[config.mk]
export PLATFORM = sky130hd
export DESIGN_NAME = ppgs_ctrl
export DESIGN_NICKNAME = d
export VERILOG_FILES = /design/src/rtl/assert_macros.svh /design/src/rtl/ppgs_pkg.sv /design/src/rtl/ppgs_ctrl.sv
export SDC_FILE = /design/constraint.sdc
export NUM_CORES = 1
export LEC_CHECK = 0
export ABC_AREA = 1
export CAP_MARGIN = 20
export CORE_AREA = 2 2 39 41
export CTS_BUF_LIST = sky130_fd_sc_hd__clkbuf_4 sky130_fd_sc_hd__clkbuf_8
export CTS_CLUSTER_SIZE = 12
export DETAILED_ROUTE_END_ITERATION = 10
export DIE_AREA = 0 0 41 43
export DONT_BUFFER_PORTS = 1
export PLACE_DENSITY = 0.48
export RECOVER_POWER = 100
export SYNTH_ARGS = -nofsm -noshare
export SYNTH_HDL_FRONTEND = slang
export SYNTH_SLANG_ARGS = --single-unit
[constraint.sdc]
create_clock -name clk -period 1.1 [get_ports clk]
set_input_delay 0.22 -clock clk [delete_from_list [all_inputs] [get_ports clk]]
set_output_delay 0.22 -clock clk [all_outputs]
set_load 0.02 [all_outputs]
[src/rtl/assert_macros.svh]
// Assertion helpers for the RTL file that checks its own behavior.
`ifndef ASSERT_MACROS_SVH
`define ASSERT_MACROS_SVH

// The consequent must hold in the same cycle as the antecedent.
`define ASSERT_SAME(label, clk, rst_n, ante, cons, msg) \
    label: assert property (@(posedge clk) disable iff (!rst_n) (ante) |-> (cons)) \
        else $error(msg);

// The consequent must hold in the cycle after the antecedent.
`define ASSERT_NEXT(label, clk, rst_n, ante, cons, msg) \
    label: assert property (@(posedge clk) disable iff (!rst_n) (ante) |=> (cons)) \
        else $error(msg);

`endif

[src/rtl/ppgs_pkg.sv]
package ppgs_pkg;

    localparam int SLOT_W     = 5;
    localparam int DATA_W     = 32;
    localparam int SIZE_W     = 16;
    localparam int DT_W       = 16;
    localparam int LIFE_CFG_W = 31;
    localparam int CFG_IDX_W  = 2;

    typedef logic [1:0] kind_t;
    localparam kind_t KIND_ACK  = 2'd0;
    localparam kind_t KIND_LIVE = 2'd1;
    localparam kind_t KIND_NONE = 2'd2;

    localparam logic CMD_CREATE = 1'b0;
    localparam logic CMD_TICK   = 1'b1;

    typedef logic [CFG_IDX_W-1:0] cfg_idx_t;
    localparam cfg_idx_t CFG_GRAVITY  = 2'd0;
    localparam cfg_idx_t CFG_LIFETIME = 2'd1;

    localparam logic signed [DATA_W-1:0]   GRAVITY_RESET  = 32'sd642252;
    localparam logic [LIFE_CFG_W-1:0]      LIFETIME_RESET = 31'd6553600;

    typedef enum logic [2:0] {
        ST_IDLE,
        ST_CREATE,
        ST_TICK_START,
        ST_READ,
        ST_VEL,
        ST_MUL,
        ST_WB,
        ST_FLUSH
    } state_t;

    typedef struct packed {
        logic signed [DATA_W-1:0] px;
        logic signed [DATA_W-1:0] py;
        logic signed [DATA_W-1:0] pz;
        logic signed [DATA_W-1:0] vx;
        logic signed [DATA_W-1:0] vy;
        logic signed [DATA_W-1:0] vz;
        logic [SIZE_W-1:0]        psize;
        logic [DATA_W-1:0]        life;
    } slot_entry_t;

    typedef struct packed {
        kind_t                    kind;
        logic                     accepted;
        logic                     pool;
        logic [SLOT_W-1:0]        slot;
        logic signed [DATA_W-1:0] x;
        logic signed [DATA_W-1:0] y;
        logic signed [DATA_W-1:0] z;
        logic [SIZE_W-1:0]        rsize;
        logic                     last;
    } result_t;

    typedef struct packed {
        logic idle;
        logic capture;
        logic create_en;
        logic gdt_load;
        logic walk_clear;
        logic walk_inc;
        logic rd_en;
        logic vel_load;
        logic my_load;
        logic wb_en;
        logic flush_en;
    } ctrl_cmd_t;

    typedef struct packed {
        logic new_tick;
        logic slot_live;
        logic walk_last;
        logic expired;
        logic pend_valid;
        logic out_free;
    } dp_status_t;

    function automatic logic signed [DATA_W-1:0] sat33(input logic signed [DATA_W:0] v);
        logic signed [DATA_W-1:0] r;
        if (v[DATA_W] != v[DATA_W-1])
        begin
            r = v[DATA_W] ? 32'sh8000_0000 : 32'sh7FFF_FFFF;
        end
        else
        begin
            r = v[DATA_W-1:0];
        end
        return r;
    endfunction

    function automatic logic signed [DATA_W:0] ext33(input logic signed [DATA_W-1:0] a);
        return {a[DATA_W-1], a};
    endfunction

    // Multiplies by the unsigned time step and floors the Q16 fraction away.
    function automatic logic signed [DATA_W-1:0] mul_dt(input logic signed [DATA_W-1:0] a,
                                                       input logic [DT_W-1:0] dt);
        logic signed [48:0] p;
        p = 49'(a) * $signed({33'd0, dt});
        return p[47:16];
    endfunction

endpackage

[src/rtl/ppgs_ctrl.sv]
module ppgs_ctrl (
    input  logic                   clk,
    input  logic                   rst_n,
    input  logic                   in_valid,
    input  ppgs_pkg::dp_status_t   sts,
    output ppgs_pkg::ctrl_cmd_t    cmd
);

    ppgs_pkg::state_t state_reg;
    ppgs_pkg::state_t state_next;
    logic             wb_go;

    assign wb_go = sts.expired || !sts.pend_valid || sts.out_free;

    always_ff @(posedge clk or negedge rst_n)
    begin
        if (!rst_n)
        begin
            state_reg <= ppgs_pkg::ST_IDLE;
        end
        else
        begin
            state_reg <= state_next;
        end
    end

    always_comb
    begin
        state_next = state_reg;
        unique case (state_reg)
            ppgs_pkg::ST_IDLE:
            begin
                if (in_valid)
                begin
                    state_next = sts.new_tick ? ppgs_pkg::ST_TICK_START : ppgs_pkg::ST_CREATE;
                end
            end
            ppgs_pkg::ST_CREATE:
            begin
                if (sts.out_free)
                begin
                    state_next = ppgs_pkg::ST_IDLE;
                end
            end
            ppgs_pkg::ST_TICK_START:
            begin
                state_next = ppgs_pkg::ST_READ;
            end
            ppgs_pkg::ST_READ:
            begin
                if (sts.slot_live)
                begin
                    state_next = ppgs_pkg::ST_VEL;
                end
                else if (sts.walk_last)
                begin
                    state_next = ppgs_pkg::ST_FLUSH;
                end
            end
            ppgs_pkg::ST_VEL:
            begin
                state_next = ppgs_pkg::ST_MUL;
            end
            ppgs_pkg::ST_MUL:
            begin
                state_next = ppgs_pkg::ST_WB;
            end
            ppgs_pkg::ST_WB:
            begin
                if (wb_go)
                begin
                    state_next = sts.walk_last ? ppgs_pkg::ST_FLUSH : ppgs_pkg::ST_READ;
                end
            end
            ppgs_pkg::ST_FLUSH:
            begin
                if (sts.out_free)
                begin
                    state_next = ppgs_pkg::ST_IDLE;
                end
            end
        endcase
    end

    always_comb
    begin
        cmd = '0;
        unique case (state_reg)
            ppgs_pkg::ST_IDLE:
            begin
                cmd.idle    = 1'b1;
                cmd.capture = in_valid;
            end
            ppgs_pkg::ST_CREATE:
            begin
                cmd.create_en = sts.out_free;
            end
            ppgs_pkg::ST_TICK_START:
            begin
                cmd.gdt_load   = 1'b1;
                cmd.walk_clear = 1'b1;
            end
            ppgs_pkg::ST_READ:
            begin
                if (sts.slot_live)
                begin
                    cmd.rd_en = 1'b1;
                end
                else if (!sts.walk_last)
                begin
                    cmd.walk_inc = 1'b1;
                end
            end
            ppgs_pkg::ST_VEL:
            begin
                cmd.vel_load = 1'b1;
            end
            ppgs_pkg::ST_MUL:
            begin
                cmd.my_load = 1'b1;
            end
            ppgs_pkg::ST_WB:
            begin
                if (wb_go)
                begin
                    cmd.wb_en    = 1'b1;
                    cmd.walk_inc = !sts.walk_last;
                end
            end
            ppgs_pkg::ST_FLUSH:
            begin
                cmd.flush_en = sts.out_free;
            end
        endcase
    end

endmodule

# Yosys cells after proc, flatten, opt, wreduce, memory -nomap -nowiden
# Cells that the tools add are included.
[totals]
register_bits = 3
output_inout_bits = 11
wordCells = 41
[classes]
n_eq_ne = 11
n_mux = 22
n_reduce_logical = 7
[op_table]
columns = ["cell", "n"]
rows = [
  ["$pmux 3 s7", 1],
  ["$mux 3", 6],
  ["$eq 3x3->1 const B", 4],
  ["$mux 1", 11],
  ["$eq 3x2->1 const B", 2],
  ["$mux 2", 3],
  ["$ne 2x2->1 const B", 2],
  ["$reduce_and 4->1", 1],
  ["$eq 3x1->1 const B", 1],
  ["$logic_not 3->1", 1],
  ["$ne 3x3->1 const B", 1],
  ["$logic_not 1->1", 2],
  ["$logic_or 1x1->1", 2],
  ["$ne 2x1->1 const B", 1],
  ["$pmux 1 s2", 1],
  ["$reduce_or 2->1", 1],
]

# Longest topological paths before layout
[depth]
word_depth = 5
mapped_depth = 9
depth_no_buf = 8

# Worst setup path after synthesis
# No wires, ideal clock.
[synth_path]
path_kind = "register -> output"
startpoint = "register state_reg[0]"
endpoint = "output cmd[9] (netlist bit)"
arrival_ns = 1.275
t_required_ns = 0.880
setup_slack_ns = -0.395
path_stages_with_launch = 3
path_buffers = 1
cell_sequence = "dfrtp_1 -> buf_6 -> nor4_1"
[synth_lines]
columns = ["item", "line_no", "text"]
rows = [
  ["from (decl)", "ppgs_ctrl.sv:9", "ppgs_pkg::state_t state_reg;"],
  ["from (signal assigned)", "ppgs_ctrl.sv:19", "state_reg <= ppgs_pkg::ST_IDLE;"],
  ["from (signal assigned)", "ppgs_ctrl.sv:23", "state_reg <= state_next;"],
  ["to (decl)", "ppgs_ctrl.sv:6", "output ppgs_pkg::ctrl_cmd_t cmd"],
]

# Final worst setup path
[layout_path]
startpoint = "register state_reg[2]"
endpoint = "output cmd[7] (netlist bit)"
[layout_between]
elab_chain_cells = 2
[layout_lines]
columns = ["item", "line_no", "text"]
rows = [
  ["$eq 3x2->1", "ppgs_ctrl.sv:88", "unique case (state_reg)"],
  ["$mux 2", "ppgs_ctrl.sv:88", ""],
]
# No other way between the ends.

==> key figures <==
Timing
  • Final Worst Setup Slack: -0.341 ns
  • Fmax: 694 MHz
  • Slew Limit Fails: 0
  • RSZ-0062 raised after global routing: yes
  • Final hold viol count: 0
  • Skew final: 0.00181 ns
  • Final Cycle Share: 131%
  • Min Clock Period, post-route: 1.44 ns
  • # setup viols final: 14
  • Max_slew headroom: 82.0%
  • Worst slew pin tran: 0.269 ns

Global routing
  • Initial antenna violation count: 0
  • Total gr overflow: 0
  • Pin count of the biggest net entering global routing: 11
  • Total GRT Usage: 13.8%
  • Vias in the first global route: 400
  • First-pass GRT wire length: 1.66 mm

Clock network
  • Clock Path Buffers: 2
  • Root Driver: clkbuf_4
  • CTS H-tree depth: 1
  • Clock transition at path regs: 0.04 ns
  • TritonCTS Buffers: 3
  • CTS tree: built
  • Num Clock Sinks: 3
  • Skew-Pair Late Insertion Delay: approximately 0.23 ns

Synthesis
  • Synth Area in Simple Gates: 56.4%
  • Synth Area in Adders: 0%
  • Largest family of logic cells by synthesized area: simple AND/OR/NAND/NOR gates
  • Yosys warnings: 0
  • Xor/xnor share of the synthesized area: 0%
  • Share of the synthesized area in the top cell type: about a fifth
  • Post-Syn Area per Cell: 6.29 µm²
  • Largest cells by area after synthesis: nand2_1 20%, dfrtp_1 18%, nand3_2 7.1%, inv_1 7.1%, nor2_1 6.2%
  • Yosys top cell by area: nand2_1
  • Post-synth ARST share: 100%
  • Post-synthesis mux area share: 0%
  • Complex-gate fraction of the synthesized area: 5.64%
  • Synthesized flop and latch total: 3
  • Synth Flop Type: dfrtp_1
  • Part of the Yosys area used for sequential elements: around 18%
  • Syn Nets: 76
  • Mapped Cells: 67
  • Synthesized area: 422 µm²
  • EDFF count, synth: 0
  • Distinct cells, synth: 20

Layout
  • Max reg flops: 3
  • Fin util: about half
  • Most frequent cells in the layout: 19 x nand2_1, 10 x buf_4
  • Area grow syn2layout: 64.1%
  • FF/Latch Area: 76.3 µm²
  • Multi-input logic area: approximately 340 µm²
  • Nets: 95
  • Diode count: 0
  • Commonest non-fill, non-tap cell in the layout: nand2_1
  • Post-route cell area: 692 µm²
  • Fillers: 156
  • Share of cells above drive strength 1: ~55%
  • Final std cells w/o fill: 101

Worst setup path
  • CP required: 0.88 ns
  • Type of origin of the critical path: flop
  • CP Class: flop to output pin
  • Worst Setup End Kind: output pin
  • Worst EP arrival: 1.22 ns
  • Worst Path Max Fanout: 6

Run
  • Max Cap Viol: 0

Route
  • Post-route ant nets: 0
  • # DRC: 0
  • Wirelength, routed: 1.08 mm
  • WL/cell: 10.7 µm
  • DR pass1 iterations: 1
  • Detailed Route Iter0 Violations: 0
  • Via/cell ratio: 4.49
  • Vias post-DR: 453

Place
  • Placed cells: 92
  • GP Congestion: 0.847
  • Placement Cell Area: 582 µm²
  • Port buffer count: 0
  • Dpl hpwl: 831 µm
  • Placement Setup Slack: -0.186 ns

Die
  • Die W: 41 µm
  • I/O pin cnt: 20
  • Core region area: around 1400 µm²
  • Die area: 1760 µm²
  • FP Rows: 14
  • Initial Util: 30.5%
  • Die height: 43 µm

Outcome
  • Status: finished with violations
  • Failing checks: setup timing

Power
  • Lkg Pwr: 0.354 nW
  • Power Density: 3130 nW/µm²
  • Total power: ~2.2 mW
  • Max rail drop VDD: ~950 µV

Min path
  • HP Class: input pin to asynchronous set/reset pin
==> per-layer routing <==
| layer | track usage [%] | wire length (µm) |
|---|---|---|
| met1 | 18.7 | 486 |
| met2 | 20.6 | 547 |
| met3 | 2.09 | 47 |
| met4 | 6.00 | 0 |
| met5 | 0 | 0 |
==> kinds of logic (layout without fill, tap and decap cells) <==
kind of cell / after synthesis / in the layout
DFF: 3 / 3
buffers and inverters: 15 / 33
AOI/OAI and AO/OA: 4 / 4
and+or+nand+nor: 45 / 45
==> power breakdown <==
| part | internal, mW | switching (mW) |
|---|---|---|
| Clock | 0.161 | 0.0641 |
| Combinational | 0.775 | 0.921 |
| Sequential | 0.173 | 0.0700 |
| Total | 1.11 | 1.06 |
==> final cells by class <==
type / count / area share [%]
flip-flops and latches: 3 / 11.0
multi-input cells: 49 / 49.2
clock buffers: 4 / 4.34
inverters: 11 / 6.33
repair buffers: 18 / 26.2
well taps: 16 / 2.89
==> cells in the mapped netlist, types with 2 or more instances <==
master,n
dfrtp_1,3
nand3_1,3
o21ai_0,2
nand2_1,23
nor2_4,2
inv_2,3
nor2_1,7
inv_1,8
nor3_1,2
nand3_2,3
buf_6,2
==> repair_timing <==
item / CTS / global route
setup endpoints to repair: 14 / 14
resized for setup: 6 / 3
pin swaps: 3 / 3
hold buffers: 1 / 0
buffers inserted: 3 / 1
hold endpoints to repair: 3 / 0
==> through the flow <==
step,hold WS [ns],setup TNS [ns]
after CTS,0.240,-3.65
after global placement,-0.0755,-1.47
after global routing,0.232,-4.52
final,0.236,-3.63
after detailed placement,-0.0755,-1.65
after floorplan,-0.0756,-0.885
==> critical path, stage by stage (launching register included) <==
cell,delay [ns]
dfrtp_2,0.46
buf_4,0.17
buf_4,0.13
nor2_4,0.22
==> path summary, 6_finish.rpt <==
check,to,start,depth (start not counted),slack (ns)
max in group asynchronous,state_reg[2],rst_n,1,0.71
setup / recovery,cmd[7],state_reg[2],3,-0.34
setup reg to reg,state_reg[0],state_reg[2],6,-0.16
min in group clk,state_reg[1],sts[5],4,0.27
hold / removal,state_reg[1],rst_n,1,0.24
hold reg to reg,state_reg[1],state_reg[1],3,0.66
Note: power is estimated with default switching activity, not from simulation.
